### config.mk
export PLATFORM = sky130hd
export DESIGN_NAME = trigger_patch_lut_value_top
export DESIGN_NICKNAME = d
export VERILOG_FILES = /design/src/tplv_pkg.sv /design/src/tplv_csr.sv /design/src/tplv_front.sv /design/src/tplv_queue.sv /design/src/tplv_back.sv /design/src/trigger_patch_lut_value_top.sv
export SDC_FILE = /design/constraint.sdc
export NUM_CORES = 1
export LEC_CHECK = 0
export ABC_AREA = 1
export BUFFER_PORTS_ARGS = -buffer_cell sky130_fd_sc_hd__buf_2
export CAP_MARGIN = 20
export CORE_ASPECT_RATIO = 0.9
export CORE_UTILIZATION = 55
export CTS_CLUSTER_DIAMETER = 80
export DETAILED_ROUTE_END_ITERATION = 7
export GPL_TIMING_DRIVEN = 0
export HOLD_SLACK_MARGIN = 0.12
export PLACE_DENSITY = 0.72
export SLEW_MARGIN = 10
export SYNTH_ARGS = -nofsm -noshare
export SYNTH_HDL_FRONTEND = slang
export SYNTH_SLANG_ARGS = --single-unit
### constraint.sdc
create_clock -name clock -period 10.1 [get_ports clock]
set_input_delay 2.02 -clock clock [delete_from_list [all_inputs] [get_ports clock]]
set_output_delay 2.02 -clock clock [all_outputs]
set_load 0.05 [all_outputs]
### src/tplv_pkg.sv
package tplv_pkg;

   // patch sum width
   localparam int SUM_BITS = 12;
   // magnitude bits of the pedestal in sixteenths (up to 16736, down to -3952)
   localparam int PED_MAG_BITS = 15;
   // signed width of sum*16 - pedestal*16
   localparam int DIFF_W = ((SUM_BITS + 4 > PED_MAG_BITS) ? SUM_BITS + 4 : PED_MAG_BITS) + 2;
   // scale in sixteenths: at most 255*16
   localparam int SCALE_W = 12;
   // rounding numerator 2*diff + scale, and denominator 2*scale
   localparam int NUM_W = DIFF_W + 1;
   localparam int DEN_W = SCALE_W + 1;
   // quotient bits resolved by the divider
   localparam int QUO_BITS = 6;
   localparam int CMP_W = (NUM_W > DEN_W + QUO_BITS) ? NUM_W : DEN_W + QUO_BITS;

   localparam logic [5:0] LUT_MAX = 6'd62;

   // CSR address map: paddr width and register index
   localparam int CSR_ADDR_W = 5;
   typedef enum logic [2:0] {
      REG_FORMULA  = 3'd0,
      REG_SCALE    = 3'd1,
      REG_PEDESTAL = 3'd2,
      REG_SIGMA    = 3'd3,
      REG_POWERUP  = 3'd4,
      REG_MASKED   = 3'd5,
      REG_SHIFT    = 3'd6,
      REG_UNUSED   = 3'd7
   } reg_index_type;

   // formula codes (anything else is plain)
   localparam logic [1:0] FORMULA_SCALE = 2'd1;
   localparam logic [1:0] FORMULA_PED   = 2'd2;

   typedef struct packed {
      logic [1:0] formula_mode;
      logic [7:0] base_scale;
      logic [9:0] base_pedestal;
      logic [7:0] sigma_threshold;
      logic       powerup_offset_on;
      logic [4:0] masked_towers;
      logic [7:0] pedestal_shift;
   } cfg_type;

   // classified item passed from front to back
   typedef struct packed {
      logic [DIFF_W-2:0]  diff_pos;
      logic [SCALE_W-1:0] scale16;
      logic               zero;
      logic               sat;
   } item_type;

endpackage

### src/tplv_csr.sv
module tplv_csr (
   input  logic                              clock,
   input  logic                              reset,
   input  logic                              psel,
   input  logic                              penable,
   input  logic                              pwrite,
   input  logic [tplv_pkg::CSR_ADDR_W-1:0]   paddr,
   input  logic [31:0]                       pwdata,
   output logic [31:0]                       prdata,
   output logic                              pready,
   output tplv_pkg::cfg_type                 cfg
);
   import tplv_pkg::*;

   cfg_type       cfg_ff;
   logic          wr_en;
   reg_index_type idx;

   assign idx    = reg_index_type'(paddr[CSR_ADDR_W-1:2]);
   assign wr_en  = psel & penable & pwrite;
   assign pready = 1'b1;
   assign cfg    = cfg_ff;

   // register writes
   always_ff @(posedge clock) begin
      if (reset) begin
         cfg_ff.formula_mode      <= 2'd0;
         cfg_ff.base_scale        <= 8'd1;
         cfg_ff.base_pedestal     <= 10'd0;
         cfg_ff.sigma_threshold   <= 8'd0;
         cfg_ff.powerup_offset_on <= 1'b0;
         cfg_ff.masked_towers     <= 5'd0;
         cfg_ff.pedestal_shift    <= 8'd0;
      end else if (wr_en) begin
         case (idx)
            REG_FORMULA:  cfg_ff.formula_mode      <= pwdata[1:0];
            REG_SCALE:    cfg_ff.base_scale        <= pwdata[7:0];
            REG_PEDESTAL: cfg_ff.base_pedestal     <= pwdata[9:0];
            REG_SIGMA:    cfg_ff.sigma_threshold   <= pwdata[7:0];
            REG_POWERUP:  cfg_ff.powerup_offset_on <= pwdata[0];
            REG_MASKED:   cfg_ff.masked_towers     <= pwdata[4:0];
            REG_SHIFT:    cfg_ff.pedestal_shift    <= pwdata[7:0];
            default: ;
         endcase
      end
   end

   // read mux
   always_comb begin
      case (idx)
         REG_FORMULA:  prdata = {30'd0, cfg_ff.formula_mode};
         REG_SCALE:    prdata = {24'd0, cfg_ff.base_scale};
         REG_PEDESTAL: prdata = {22'd0, cfg_ff.base_pedestal};
         REG_SIGMA:    prdata = {24'd0, cfg_ff.sigma_threshold};
         REG_POWERUP:  prdata = {31'd0, cfg_ff.powerup_offset_on};
         REG_MASKED:   prdata = {27'd0, cfg_ff.masked_towers};
         REG_SHIFT:    prdata = {24'd0, cfg_ff.pedestal_shift};
         default:      prdata = 32'd0;
      endcase
   end

endmodule

### src/tplv_front.sv
module tplv_front (
   input  logic                              clock,
   input  logic                              reset,
   input  logic                              start,
   output logic                              busy,
   input  logic [tplv_pkg::SUM_BITS-1:0]     req_patch_sum,
   input  tplv_pkg::cfg_type                 cfg,
   output logic                              item_valid,
   output tplv_pkg::item_type                item,
   input  logic                              item_ready
);
   import tplv_pkg::*;

   logic                     valid_ff, valid_in;
   item_type                 item_ff, item_in;
   logic                     take;
   logic [4:0]               masked_sat;
   logic [SCALE_W-1:0]       scale_prod;
   logic [SCALE_W-1:0]       scale16;
   logic signed [8:0]        shift_m8;
   logic signed [5:0]        masked_s;
   logic signed [14:0]       ped_adj;
   logic [DIFF_W-1:0]        ped16;
   logic [DIFF_W-1:0]        sum16;
   logic signed [DIFF_W-1:0] diff16;
   logic signed [DIFF_W-1:0] sigma16;

   // stage holds while the queue is full
   assign busy       = valid_ff & ~item_ready;
   assign take       = start & ~busy;
   assign item_valid = valid_ff;
   assign item       = item_ff;

   // effective scale in sixteenths
   always_comb begin
      masked_sat = (cfg.masked_towers > 5'd16) ? 5'd16 : cfg.masked_towers;
      scale_prod = {4'd0, cfg.base_scale} * {7'd0, 5'd16 - masked_sat};
      if (cfg.formula_mode == FORMULA_SCALE) begin
         scale16 = (masked_sat == 5'd16) ? SCALE_W'(16) : scale_prod;
      end else begin
         scale16 = {cfg.base_scale, 4'd0};
      end
   end

   // effective pedestal and difference, both in sixteenths
   always_comb begin
      shift_m8 = $signed({1'b0, cfg.pedestal_shift}) - 9'sd8;
      masked_s = $signed({1'b0, masked_sat});
      ped_adj  = shift_m8 * masked_s;
      ped16    = {{(DIFF_W-14){1'b0}}, cfg.base_pedestal, 4'd0};
      if (cfg.powerup_offset_on) begin
         ped16 = ped16 + DIFF_W'(240);
      end
      if (cfg.formula_mode == FORMULA_PED) begin
         ped16 = ped16 - {{(DIFF_W-15){ped_adj[14]}}, ped_adj};
      end
      sum16   = {{(DIFF_W-SUM_BITS-4){1'b0}}, req_patch_sum, 4'd0};
      diff16  = $signed(sum16 - ped16);
      sigma16 = $signed({{(DIFF_W-12){1'b0}}, cfg.sigma_threshold, 4'd0});
   end

   // classify: forced zero, saturate on zero scale, else divide
   always_comb begin
      item_in.diff_pos = diff16[DIFF_W-2:0];
      item_in.scale16  = scale16;
      item_in.zero     = diff16[DIFF_W-1] | (diff16 == '0) | (diff16 < sigma16);
      item_in.sat      = (scale16 == '0);
      valid_in         = take | (valid_ff & ~item_ready);
   end

   always_ff @(posedge clock) begin
      if (reset) begin
         valid_ff <= 1'b0;
      end else begin
         valid_ff <= valid_in;
      end
      if (take) begin
         item_ff <= item_in;
      end
   end

endmodule

### src/tplv_queue.sv
module tplv_queue (
   input  logic                  clock,
   input  logic                  reset,
   input  logic                  push_valid,
   input  tplv_pkg::item_type    push_item,
   output logic                  push_ready,
   output logic                  pop_valid,
   output tplv_pkg::item_type    pop_item,
   input  logic                  pop_ready
);
   import tplv_pkg::*;

   item_type   entry_ff [0:1];
   logic       wr_ptr_ff, wr_ptr_in;
   logic       rd_ptr_ff, rd_ptr_in;
   logic [1:0] count_ff, count_in;
   logic       push, pop;

   assign push_ready = (count_ff != 2'd2);
   assign pop_valid  = (count_ff != 2'd0);
   assign pop_item   = entry_ff[rd_ptr_ff];
   assign push       = push_valid & push_ready;
   assign pop        = pop_valid & pop_ready;

   // pointer and fill count update
   always_comb begin
      wr_ptr_in = push ? ~wr_ptr_ff : wr_ptr_ff;
      rd_ptr_in = pop ? ~rd_ptr_ff : rd_ptr_ff;
      count_in  = count_ff + {1'b0, push} - {1'b0, pop};
   end

   always_ff @(posedge clock) begin
      if (reset) begin
         wr_ptr_ff <= 1'b0;
         rd_ptr_ff <= 1'b0;
         count_ff  <= 2'd0;
      end else begin
         wr_ptr_ff <= wr_ptr_in;
         rd_ptr_ff <= rd_ptr_in;
         count_ff  <= count_in;
      end
      if (push) begin
         entry_ff[wr_ptr_ff] <= push_item;
      end
   end

endmodule

### src/tplv_back.sv
module tplv_back (
   input  logic                  clock,
   input  logic                  reset,
   input  logic                  item_valid,
   input  tplv_pkg::item_type    item,
   output logic                  item_ready,
   output logic                  rsp_strobe,
   output logic [5:0]            rsp_lut_value
);
   import tplv_pkg::*;

   // stage 0 forms the rounding fraction; stages 1..QUO_BITS resolve one quotient bit each
   logic [CMP_W-1:0]    rem_ff   [0:QUO_BITS];
   logic [DEN_W-1:0]    den_ff   [0:QUO_BITS];
   logic [QUO_BITS-1:0] quo_ff   [0:QUO_BITS];
   logic [0:QUO_BITS]   valid_ff;
   logic [0:QUO_BITS]   zero_ff;
   logic [0:QUO_BITS]   sat_ff;
   logic [0:QUO_BITS]   hi_ff;
   logic [CMP_W-1:0]    rem_in   [1:QUO_BITS];
   logic [QUO_BITS-1:0] quo_in   [1:QUO_BITS];
   logic [CMP_W-1:0]    step_den [1:QUO_BITS];
   logic [NUM_W-1:0]    num0;
   logic [DEN_W-1:0]    den0;
   logic [CMP_W-1:0]    den_top;
   logic                hi0;
   logic                out_strobe_ff;
   logic [5:0]          out_value_ff, out_value_in;
   logic [QUO_BITS-1:0] quo_last;

   assign item_ready    = 1'b1;
   assign rsp_strobe    = out_strobe_ff;
   assign rsp_lut_value = out_value_ff;

   // numerator 2*diff + scale, denominator 2*scale, quotient overflow check
   always_comb begin
      num0    = {1'b0, item.diff_pos, 1'b0} + NUM_W'(item.scale16);
      den0    = {item.scale16, 1'b0};
      den_top = CMP_W'({den0, {QUO_BITS{1'b0}}});
      hi0     = (CMP_W'(num0) >= den_top);
   end

   // restoring division steps
   always_comb begin
      for (int i = 1; i <= QUO_BITS; i++) begin
         step_den[i] = CMP_W'(den_ff[i-1]) << (QUO_BITS - i);
         if (rem_ff[i-1] >= step_den[i]) begin
            rem_in[i] = rem_ff[i-1] - step_den[i];
            quo_in[i] = quo_ff[i-1] | (QUO_BITS'(1) << (QUO_BITS - i));
         end else begin
            rem_in[i] = rem_ff[i-1];
            quo_in[i] = quo_ff[i-1];
         end
      end
   end

   // pick forced zero, saturation or clamped quotient
   always_comb begin
      quo_last = quo_ff[QUO_BITS];
      if (zero_ff[QUO_BITS]) begin
         out_value_in = 6'd0;
      end else if (sat_ff[QUO_BITS] | hi_ff[QUO_BITS]) begin
         out_value_in = LUT_MAX;
      end else if (6'(quo_last) > LUT_MAX) begin
         out_value_in = LUT_MAX;
      end else begin
         out_value_in = 6'(quo_last);
      end
   end

   always_ff @(posedge clock) begin
      if (reset) begin
         valid_ff      <= '0;
         out_strobe_ff <= 1'b0;
      end else begin
         valid_ff[0]   <= item_valid;
         for (int i = 1; i <= QUO_BITS; i++) begin
            valid_ff[i] <= valid_ff[i-1];
         end
         out_strobe_ff <= valid_ff[QUO_BITS];
      end
      rem_ff[0]  <= CMP_W'(num0);
      den_ff[0]  <= den0;
      quo_ff[0]  <= '0;
      zero_ff[0] <= item.zero;
      sat_ff[0]  <= item.sat;
      hi_ff[0]   <= hi0;
      for (int i = 1; i <= QUO_BITS; i++) begin
         rem_ff[i]  <= rem_in[i];
         den_ff[i]  <= den_ff[i-1];
         quo_ff[i]  <= quo_in[i];
         zero_ff[i] <= zero_ff[i-1];
         sat_ff[i]  <= sat_ff[i-1];
         hi_ff[i]   <= hi_ff[i-1];
      end
      out_value_ff <= out_value_in;
   end

endmodule

### src/trigger_patch_lut_value_top.sv
// Trigger patch lookup value. One patch sum is taken on every clock edge with
// start high and busy low, and the 6-bit lookup value comes out on
// rsp_lut_value with rsp_strobe high for exactly one cycle, in order. The
// receiver cannot stall: results must be taken when strobed. A new sum may be
// given every cycle; busy stays low in steady operation because the divider
// pipeline (one quotient bit per stage, six stages) takes an item each cycle
// and the two-entry queue between the classifying front stage and the divider
// never fills. The user must write configuration registers through the
// APB-style port only while no sum is in flight; the block does not check it.
module trigger_patch_lut_value_top (
   input  logic                              clock,
   input  logic                              reset,
   input  logic                              start,
   output logic                              busy,
   input  logic [tplv_pkg::SUM_BITS-1:0]     req_patch_sum,
   output logic                              rsp_strobe,
   output logic [5:0]                        rsp_lut_value,
   input  logic                              psel,
   input  logic                              penable,
   input  logic                              pwrite,
   input  logic [tplv_pkg::CSR_ADDR_W-1:0]   paddr,
   input  logic [31:0]                       pwdata,
   output logic [31:0]                       prdata,
   output logic                              pready
);
   import tplv_pkg::*;

   cfg_type  cfg;
   item_type front_item;
   item_type queue_item;
   logic     front_valid;
   logic     queue_ready;
   logic     queue_valid;
   logic     back_ready;

   // configuration registers
   tplv_csr u_csr (
      .clock   (clock),
      .reset   (reset),
      .psel    (psel),
      .penable (penable),
      .pwrite  (pwrite),
      .paddr   (paddr),
      .pwdata  (pwdata),
      .prdata  (prdata),
      .pready  (pready),
      .cfg     (cfg)
   );

   // scale, pedestal and classification
   tplv_front u_front (
      .clock         (clock),
      .reset         (reset),
      .start         (start),
      .busy          (busy),
      .req_patch_sum (req_patch_sum),
      .cfg           (cfg),
      .item_valid    (front_valid),
      .item          (front_item),
      .item_ready    (queue_ready)
   );

   // decoupling queue
   tplv_queue u_queue (
      .clock      (clock),
      .reset      (reset),
      .push_valid (front_valid),
      .push_item  (front_item),
      .push_ready (queue_ready),
      .pop_valid  (queue_valid),
      .pop_item   (queue_item),
      .pop_ready  (back_ready)
   );

   // pipelined rounding divide and clamp
   tplv_back u_back (
      .clock         (clock),
      .reset         (reset),
      .item_valid    (queue_valid),
      .item          (queue_item),
      .item_ready    (back_ready),
      .rsp_strobe    (rsp_strobe),
      .rsp_lut_value (rsp_lut_value)
   );

endmodule

==> qor.yml, run 1 <==
drt:
  dr.pass1.iters: 7
  drt_iter0_drc: 938
  wl_mm: 47.2
  vias: 16400
  viasPerCell: 5.28
  ant_nets: 0
  drc: 0
  wl_per_cell_um: 15.2
worst_setup_path:
  worstSetupPathType: "reg -> reg"
  startpoint_type: "flip-flop"
  crit_path_max_incr_delay_ns: 0.57
  cp-end-kind: "flip-flop"
  worstPathRequired_ns: 10.36
  cp_common_cell: "nand2_1"
  critical_path_arrival_ns: 7.68
  cp_slowest_cell: "fa_1"
  critPathMaxFanout: 6
power_and_ir_drop:
  p_leak_nw: 11.1
  switching_share_pct: 34.2
  ir_drop_mv: 0.127
  comb_power_share_pct: 32.8
  p_per_area_nw_per_um2: 223
  pwr-share-seq_pct: 38.5
  total_power_mw: 5.17
  p_sw_mw: 1.77
  internal_power_mw: 3.40
  power_frac_clock_pct: 28.7
global_route:
  grt_pass1_vias: 16300
  grt.overflow.total: 0
  grt_max_degree: 32
  antenna_found_initial: 0
  grt_usage_pct: 24.8
  grt_pass1_wl_mm: 78.0
sta:
  fin_setup_tns_ns: 0
  rsz0062_at_grt: "no"
  finClkSkew_ns: 0.0274
  final_max_slew_viol_count: 0
  tightest_slew_ns: 0.803
  setup_violations: 0
  hold_viol_final: 0
  min_period_ns: 7.41
  max_freq_mhz: 135
  min_period_over_period_pct: 73.4
  slew_headroom_pct: 46.0
outcome:
  status: "complete, no violations"
synthesis:
  synth.distinct_cells: 70
  synth-edff-count: 93
  synthArstFlopShare_pct: 0
  yosysWarnings: 0
  avgSynthCellArea_um2: 8.44
  ys_seq_elements: 377
  synth_ff_type: "dfxtp_1"
  ys_top_cells_by_area: "dfxtp_1 27%, edfxtp_1 13%, ha_1 11%"
  synth.cell_area_um2: 20900
  ys_seq_area_share_pct: 40.5
  netlist_instances: 2477
  yosysTopAreaCellShare_pct: 27.2
  synth_area_leader_cell: "dfxtp_1"
placed_design:
  hpwl_mm: 38.1
  place_congestion: 0.899
  io_buffer_count: 48
cts:
  clkSinkCount: 377
  cts_resized: 0
  htreeDepth: 2
  cts_setup_buffers: 0
  cts_root_buf: "clkbuf_16"
  clockBufferDepth: 3
  cts_buffers: 39
  cts_hold_buf: 0
  cts.reportedPaths.clkPinSlew_ns: 0.06
  clkLatencyLatePin_ns: 0.54
  tritoncts: "yes"
cells_and_area:
  n_fill_cell: 3178
  areaGrowthSynthToFinish_pct: 11.2
  drive_above_1_share_pct: 9.47
  diodes: 0
  nNetsFinal: 2875
die:
  io_pins: 96
  die_h_um: 187
  initial_utilization_pct: 56.0
  coreArea_um2: 37300
  dieArea_um2: 38800
  dieWidth_um: 208
  rows: 67
job:
  maxCapViolCount: 0
hold_path:
  hold_path_class: "reg -> reg"
## power by group through the flow
stage,Combinational (mW),Sequential (mW),Clock (mW)
after floorplan,1.34,1.97,0
after global placement,1.65,2.02,0
after detailed placement,1.68,2.03,0
after CTS,1.70,2.00,1.51
after global routing,1.93,2.02,1.57
final,1.70,1.99,1.48
## synth_stat cells, drive strengths merged, types with 3 or more instances
cell / count
a211oi: 5
a21boi: 4
a21o: 8
a21oi: 180
a221o: 3
a221oi: 4
a31oi: 8
buf: 38
clkbuf: 17
clkinv: 3
dfxtp: 284
edfxtp: 93
fa: 51
ha: 179
inv: 417
mux2: 14
mux2i: 3
nand2: 444
nand3: 88
nand3b: 9
nand4: 23
nor2: 218
nor3: 34
nor4: 12
o211ai: 7
o21a: 3
o21ai: 176
o21bai: 4
o221ai: 5
o22ai: 13
o41ai: 3
or2: 7
xnor2: 41
xor2: 60
## critical path, delay by kind of cell, from the launching register on
family | cells | cell delay (ns)
buf+inv | 5 | 0.42
simple gates | 16 | 1.54
compound gates | 5 | 1.02
fa+ha+maj | 8 | 3.17
flops | 1 | 0.45
xor+xnor | 3 | 0.53
## path summary, 6_finish.rpt
| kind | endpoint | cells past startpoint | slack (ns) | startpoint |
|---|---|---|---|---|
| max | u_front.item[1] | 37 | 2.69 | u_csr.cfg[3] |
| max reg2reg | u_front.item[1] | 37 | 2.69 | u_csr.cfg[3] |
| min | u_back.hi_ff[2] | 0 | 0.32 | u_back.hi_ff[1] |
| min reg2reg | u_back.hi_ff[2] | 0 | 0.32 | u_back.hi_ff[1] |
## sequential cells by signal, indices dropped and copies added, names as in the netlist, named ones only
| register | flops |
|---|---|
| u_queue.rd_ptr_ff | 1 |
| u_back.den_ff | 66 |
| u_back.rem_ff | 114 |
| u_queue.wr_ptr_ff | 1 |
| u_back.rsp_strobe | 1 |
| u_csr.cfg | 42 |
| u_back.zero_ff | 7 |
| u_back.hi_ff | 7 |
| u_queue.entry_ff | 62 |
| u_back.rsp_lut_value | 6 |
| u_back.valid_ff | 7 |
| u_queue.count_ff | 2 |
| u_front.item_valid | 1 |
| u_front.item | 31 |
| u_back.quo_ff | 21 |
| u_back.sat_ff | 7 |
## cell usage in the layout, fill, tap and decap left out, types with 10 or more instances in the layout
cell	n
o21ai_0	148
dfxtp_1	284
nand2_2	11
nor2_1	207
ha_1	179
fa_1	51
nand4_1	22
a21oi_1	179
clkinv_2	10
mux2_2	14
clkbuf_1	23
clkbuf_16	39
o21ai_2	25
buf_2	56
conb_1	23
edfxtp_1	93
buf_4	24
nand3_1	80
xnor2_1	41
inv_1	409
nand2_1	432
xor2_1	59
o22ai_1	12
nor4_1	12
nor3_1	31
## area by class of cell
type / count / area (um2) / share of cell area, %
Buffer: 55 / 355 / 1.53
Clock inverter: 21 / 284 / 1.22
Sequential cell: 377 / 8480 / 36.5
Clock buffer: 50 / 1050 / 4.51
Multi-Input combinational cell: 1646 / 10600 / 45.6
Timing Repair Buffer: 51 / 308 / 1.32
Inverter: 420 / 1580 / 6.79
Tap cell: 483 / 604 / 2.60
## cell families after synthesis
kind of cell | Yosys count | share of synthesized area, %
flops | 377 | 40.5
fa+ha+maj | 230 | 15.6
mux | 17 | 0.898
other cells | 2 | 0.0359
compound gates | 432 | 11.8
simple gates | 843 | 17.6
buf+inv | 475 | 9.25
xor+xnor | 101 | 4.27
## metal layers
metal,vias up,wire length [um],GRT usage (%)
met2,386,23300,45.2
li1,8294,-,-
met3,112,1810,2.85
met4,0,1910,10.6
met5,-,0,0
met1,7601,20100,29.3
## per-stage QoR
step	util [%]	hold WS (ns)	std cells	area [um2]	worst slack, ns
final	62.3	0.323	3103	23200	2.69
after CTS	62.2	0.324	3102	23200	2.74
after global routing	62.3	0.314	3103	23200	2.09
after floorplan	-	0.310	2498	21000	3.71
after detailed placement	58.7	0.313	3031	21900	2.77
after global placement	58.5	0.311	3029	21800	2.79
(Power assumes the default switching activity.)
==> run 2, diff against run 1 <==
--- a/config.mk
+++ b/config.mk
@@ -14,7 +14,7 @@
 export DETAILED_ROUTE_END_ITERATION = 7
 export GPL_TIMING_DRIVEN = 0
 export HOLD_SLACK_MARGIN = 0.12
-export PLACE_DENSITY = 0.72
+export PLACE_DENSITY = 0.74
 export SLEW_MARGIN = 10
 export SYNTH_ARGS = -nofsm -noshare
 export SYNTH_HDL_FRONTEND = slang
==> constraint.sdc (replaced) <==
create_clock -name clock -period 6.1 [get_ports clock]
set_input_delay 1.22 -clock clock [delete_from_list [all_inputs] [get_ports clock]]
set_output_delay 1.22 -clock clock [all_outputs]
set_load 0.05 [all_outputs]
==> qor.yml, run 2 (same netlist as run 1, synthesis figures left out) <==
die:
  dieArea_um2: 38800
  rows: 67
  die_h_um: 187
  dieWidth_um: 208
  coreArea_um2: 37300
  io_pins: 96
  initial_utilization_pct: 56.0
cts:
  cts_buffers: 39
  clkSinkCount: 377
  clockBufferDepth: 3
  tritoncts: "yes"
  cts.reportedPaths.clkPinSlew_ns: 0.06
  htreeDepth: 2
  clkLatencyLatePin_ns: 0.54
  cts_hold_buf: 0
  cts_root_buf: "clkbuf_16"
worst_setup_path:
  cp_slowest_cell: "fa_1"
  startpoint: "u_csr.cfg[4]"
  path_buf_inv: 4
  r2r-start: "u_csr.cfg[4]"
  worstSetupPathType: "reg -> reg"
  critPathMaxFanout: 6
  crit_family: "adder cells"
  cp-end-kind: "flip-flop"
  startpoint_type: "flip-flop"
  worstPathRequired_ns: 6.37
  cp_common_cell: "nand2_1"
  crit_path_max_incr_delay_ns: 0.54
  critical_path_arrival_ns: 6.68
drt:
  dr.pass1.iters: 5
  wl_mm: 48.3
  viasPerCell: 5.31
  drt_iter0_drc: 1232
  drc: 0
  wl_per_cell_um: 15.4
  ant_nets: 0
  vias: 16700
sta:
  setup_violations: 2
  max_freq_mhz: 156
  hold_viol_final: 0
  min_period_ns: 6.41
  rsz0062_at_grt: "yes"
  min_period_over_period_pct: 105
  finClkSkew_ns: 0.0258
  slew_headroom_pct: 54.0
  fin_setup_tns_ns: -0.399
  tightest_slew_ns: 0.683
  final_max_slew_viol_count: 0
  fin_ws_ns: -0.310
placed_design:
  place_congestion: 0.937
  place_ws_ns: -0.967
  dpl.cell_count: 3031
  hpwl_mm: 37.5
  io_buffer_count: 48
global_route:
  grt_pass1_wl_mm: 79.5
  grt_max_degree: 32
  antenna_found_initial: 0
  grt_pass1_vias: 16600
  grt_usage_pct: 25.0
  grt.overflow.total: 0
cells_and_area:
  diodes: 0
  largest_register: "u_back.rem_ff"
  areaGrowthSynthToFinish_pct: 15.6
  final_cell_mix: "414 x nand2_1, 398 x inv_1, 281 x dfxtp_1"
  fin_util_pct: 64.8
  drive_above_1_share_pct: 14.8
  largest_reg_flops: 114
  mostFrequentLayoutCell: "nand2_1"
  nNetsFinal: 2921
  fin_cells: 3146
  reg_top3: "u_back.rem_ff (114), u_back.den_ff (66), u_queue.entry_ff (62)"
power_and_ir_drop:
  total_power_mw: 8.48
  ir_drop_mv: 0.214
  p_leak_nw: 11.3
  p_per_area_nw_per_um2: 351
hold_path:
  min-delay-start: "u_back.hi_ff[5]"
  hold_path_class: "reg -> reg"
outcome:
  status: "finished with violations"
  violations: "setup timing"
job:
  maxCapViolCount: 0
## run 2: metal layers
layer,vias up,wire (um),track usage [%]
li1,8380,-,-
met1,7760,19900,29.8
met2,448,24000,45.2
met3,122,2510,3.63
met4,0,1950,10.3
met5,-,0,0
## run 2: report_power, final
group / switching [mW] / internal [mW]
combinational: 1.74 / 1.18
sequential: 0.258 / 3.04
clock: 0.960 / 1.31
## run 2: final cells by class
class                           instances  area [um2]
Fill cell                            3055       13100
Multi-Input combinational cell       1646       11200
Sequential cell                       377        8490
Inverter                              420        1590
Clock buffer                           50        1050
Timing Repair Buffer                   97         657
Tap cell                              483         604
Buffer                                 55         365
Clock inverter                         18         173
## run 2: path summary, 6_finish.rpt
path,end,slack [ns],cells past startpoint
setup / recovery,u_front.item[1],-0.31,34
hold reg to reg,u_back.hi_ff[6],0.32,0
setup reg to reg,u_front.item[1],-0.31,34
hold / removal,u_back.hi_ff[6],0.32,0
## run 2: per-stage QoR
step                      cell area [um2]  hold WS, ns
final                               24200        0.322
after global routing                24200        0.329
after CTS                           23900        0.321
after detailed placement            21900        0.312
after global placement              21900        0.312
after floorplan                     21000        0.310
## run 2: timing repair
| action | CTS | global route |
|---|---|---|
| gates cloned | 0 | 0 |
| setup endpoints to repair | 7 | 6 |
| pin swaps | 68 | 46 |
| setup buffers | 40 | 6 |
| resized for setup | 110 | 39 |
==> run 3, diff against run 2 <==
--- a/config.mk
+++ b/config.mk
@@ -5,7 +5,7 @@
 export SDC_FILE = /design/constraint.sdc
 export NUM_CORES = 1
 export LEC_CHECK = 0
-export ABC_AREA = 1
+export ABC_AREA = 0
 export BUFFER_PORTS_ARGS = -buffer_cell sky130_fd_sc_hd__buf_2
 export CAP_MARGIN = 20
 export CORE_ASPECT_RATIO = 0.9
==> qor.yml, run 3 <==
outcome:
  status: "finished with violations"
  violations: "setup timing"
synthesis:
  avgSynthCellArea_um2: 9.77
  synth.cell_area_um2: 20100
  synth_ff_type: "dfxtp_1"
  synth_area_leader_cell: "dfxtp_1"
  ys_top_cells_by_area: "dfxtp_1 28%, edfxtp_1 14%, ha_1 11%"
  ys_seq_area_share_pct: 42.1
  synth_commonest_cells: "284 x dfxtp_1, 219 x inv_1, 179 x ha_1"
  synth.distinct_cells: 76
  muxShareOfSynthArea_pct: 5.15
  netlist_instances: 2060
  synth_compound_area_share_pct: 11.7
  synth-edff-count: 93
  yosysTopAreaCellShare_pct: 28.2
  synthArstFlopShare_pct: 0
  yosysWarnings: 0
  yosysMostFrequentCell: "dfxtp_1"
  ys_seq_elements: 377
  synth_adder_area_share_pct: 16.2
  yosys.area_share.simple_pct: 13.7
  synth_top_family_by_area: "adder cells"
  synth-xor-area-share_pct: 5.22
power_and_ir_drop:
  p_leak_nw: 10.3
  ir_drop_mv: 0.202
  p_per_area_nw_per_um2: 349
  total_power_mw: 8.22
cts:
  tritoncts: "yes"
  cts.reportedPaths.clkPinSlew_ns: 0.06
  htreeDepth: 2
  clockBufferDepth: 3
  cts_buffers: 40
  cts_hold_buf: 0
  clkLatencyLatePin_ns: 0.55
  cts_root_buf: "clkbuf_16"
  clkSinkCount: 377
sta:
  min_period_over_period_pct: 125
  min_period_ns: 7.64
  fin_ws_ns: -1.54
  fin_setup_tns_ns: -3.04
  slew_headroom_pct: 29.0
  final_max_slew_viol_count: 0
  max_freq_mhz: 131
  tightest_slew_ns: 1.06
  setup_violations: 5
  rsz0062_at_grt: "yes"
  hold_viol_final: 0
  finClkSkew_ns: 0.0238
placed_design:
  io_buffer_count: 46
  place_congestion: 0.928
  dpl.cell_count: 2604
  place_ws_ns: -2.38
  hpwl_mm: 34.4
  placed_area_um2: 21100
cells_and_area:
  reg_top3: "u_back.rem_ff (114), u_back.den_ff (66), u_queue.entry_ff (62)"
  fin_cells: 2724
  diodes: 0
  largest_reg_flops: 114
  finalInstanceArea_um2: 23500
  nNetsFinal: 2501
  final_cell_mix: "279 x dfxtp_1, 216 x inv_1, 164 x nor2_1, 164 x ha_1, 157 x nand2_1"
  largest_register: "u_back.rem_ff"
  mostFrequentLayoutCell: "dfxtp_1"
  areaGrowthSynthToFinish_pct: 16.9
  drive_above_1_share_pct: 15.2
drt:
  wl_mm: 45.7
  drt_iter0_drc: 827
  dr.pass1.iters: 6
  viasPerCell: 5.48
  drc: 0
  wl_per_cell_um: 16.8
  vias: 14900
  ant_nets: 0
global_route:
  grt_pass1_vias: 14800
  antenna_found_initial: 0
  grt_max_degree: 32
  grt_pass1_wl_mm: 72.7
  grt_usage_pct: 24.1
  grt.overflow.total: 0
hold_path:
  hold_path_class: "reg -> reg"
worst_setup_path:
  startpoint_type: "flip-flop"
  critPathMaxFanout: 4
  worstSetupPathType: "reg -> reg"
  cp-end-kind: "flip-flop"
  worstPathRequired_ns: 6.47
  cp_slowest_cell: "fa_1"
  crit_path_max_incr_delay_ns: 0.52
  critical_path_arrival_ns: 8.01
die:
  rows: 66
  die_h_um: 183
  coreArea_um2: 36100
  io_pins: 96
  dieArea_um2: 37400
  dieWidth_um: 204
  initial_utilization_pct: 55.8
job:
  maxCapViolCount: 0
[run 3: metal layers]
metal	global-route usage, %	share of wire (%)	vias up
li1	-	-	7315
met1	29.7	43	7121
met2	43.6	50	369
met3	3.37	4.3	112
met4	7.10	3.0	0
met5	0	0	-
[run 3: path summary, 6_finish.rpt]
path / from / end / slack, ns / depth (start not counted)
setup / recovery: u_csr.cfg[3] / u_front.item[1] / -1.54 / 35
setup reg to reg: u_csr.cfg[3] / u_front.item[1] / -1.54 / 35
hold / removal: u_back.sat_ff[0] / u_back.sat_ff[1] / 0.32 / 0
hold reg to reg: u_back.sat_ff[0] / u_back.sat_ff[1] / 0.32 / 0
[run 3: power by group]
group	switching, mW	total [mW]	internal, mW
clock network	1.00	2.53	1.52
registers	0.241	3.27	3.03
logic	1.35	2.43	1.08
total	2.60	8.22	5.63
[run 3: per-stage QoR]
stage | utilization, % | hold WS, ns
2_1_floorplan | - | 0.310
3_3_place_gp | 58.5 | 0.310
3_5_place_dp | 58.6 | 0.312
4_1_cts | 63.9 | 0.326
5_1_grt | 65.2 | 0.331
6_report | 65.2 | 0.325
[run 3: final cells by class]
type	count	area [um2]
fill	2804	12600
multi-input combinational	1419	11200
sequential	377	8490
clock buffer	49	1110
inverter	220	830
timing repair buffer	96	644
tap	476	596
buffer	62	355
clock inverter	25	294
[run 3: cell families after synthesis]
| family | Yosys count |
|---|---|
| muxes | 99 |
| xor gates and xnor gates | 120 |
| AOI/OAI and AO/OA | 373 |
| DFF | 377 |
| buffers and inverters | 285 |
| other | 2 |
| and+or+nand+nor | 574 |
| adders and majority gates | 230 |
[run 3: timing repair]
item,4_1_cts,5_1_grt
pin swaps,47,57
endpoints found under the setup margin,11,11
resized for setup,64,74
buffers inserted,36,18
[run 3: critical path, delay by kind of cell (launching register included)]
family | cells | cell delay, ns
AOI/OAI and AO/OA | 15 | 2.33
xor gates and xnor gates | 3 | 0.57
adders and majority gates | 7 | 2.61
buffers and inverters | 2 | 0.09
DFF | 1 | 0.35
and+or+nand+nor | 8 | 1.52
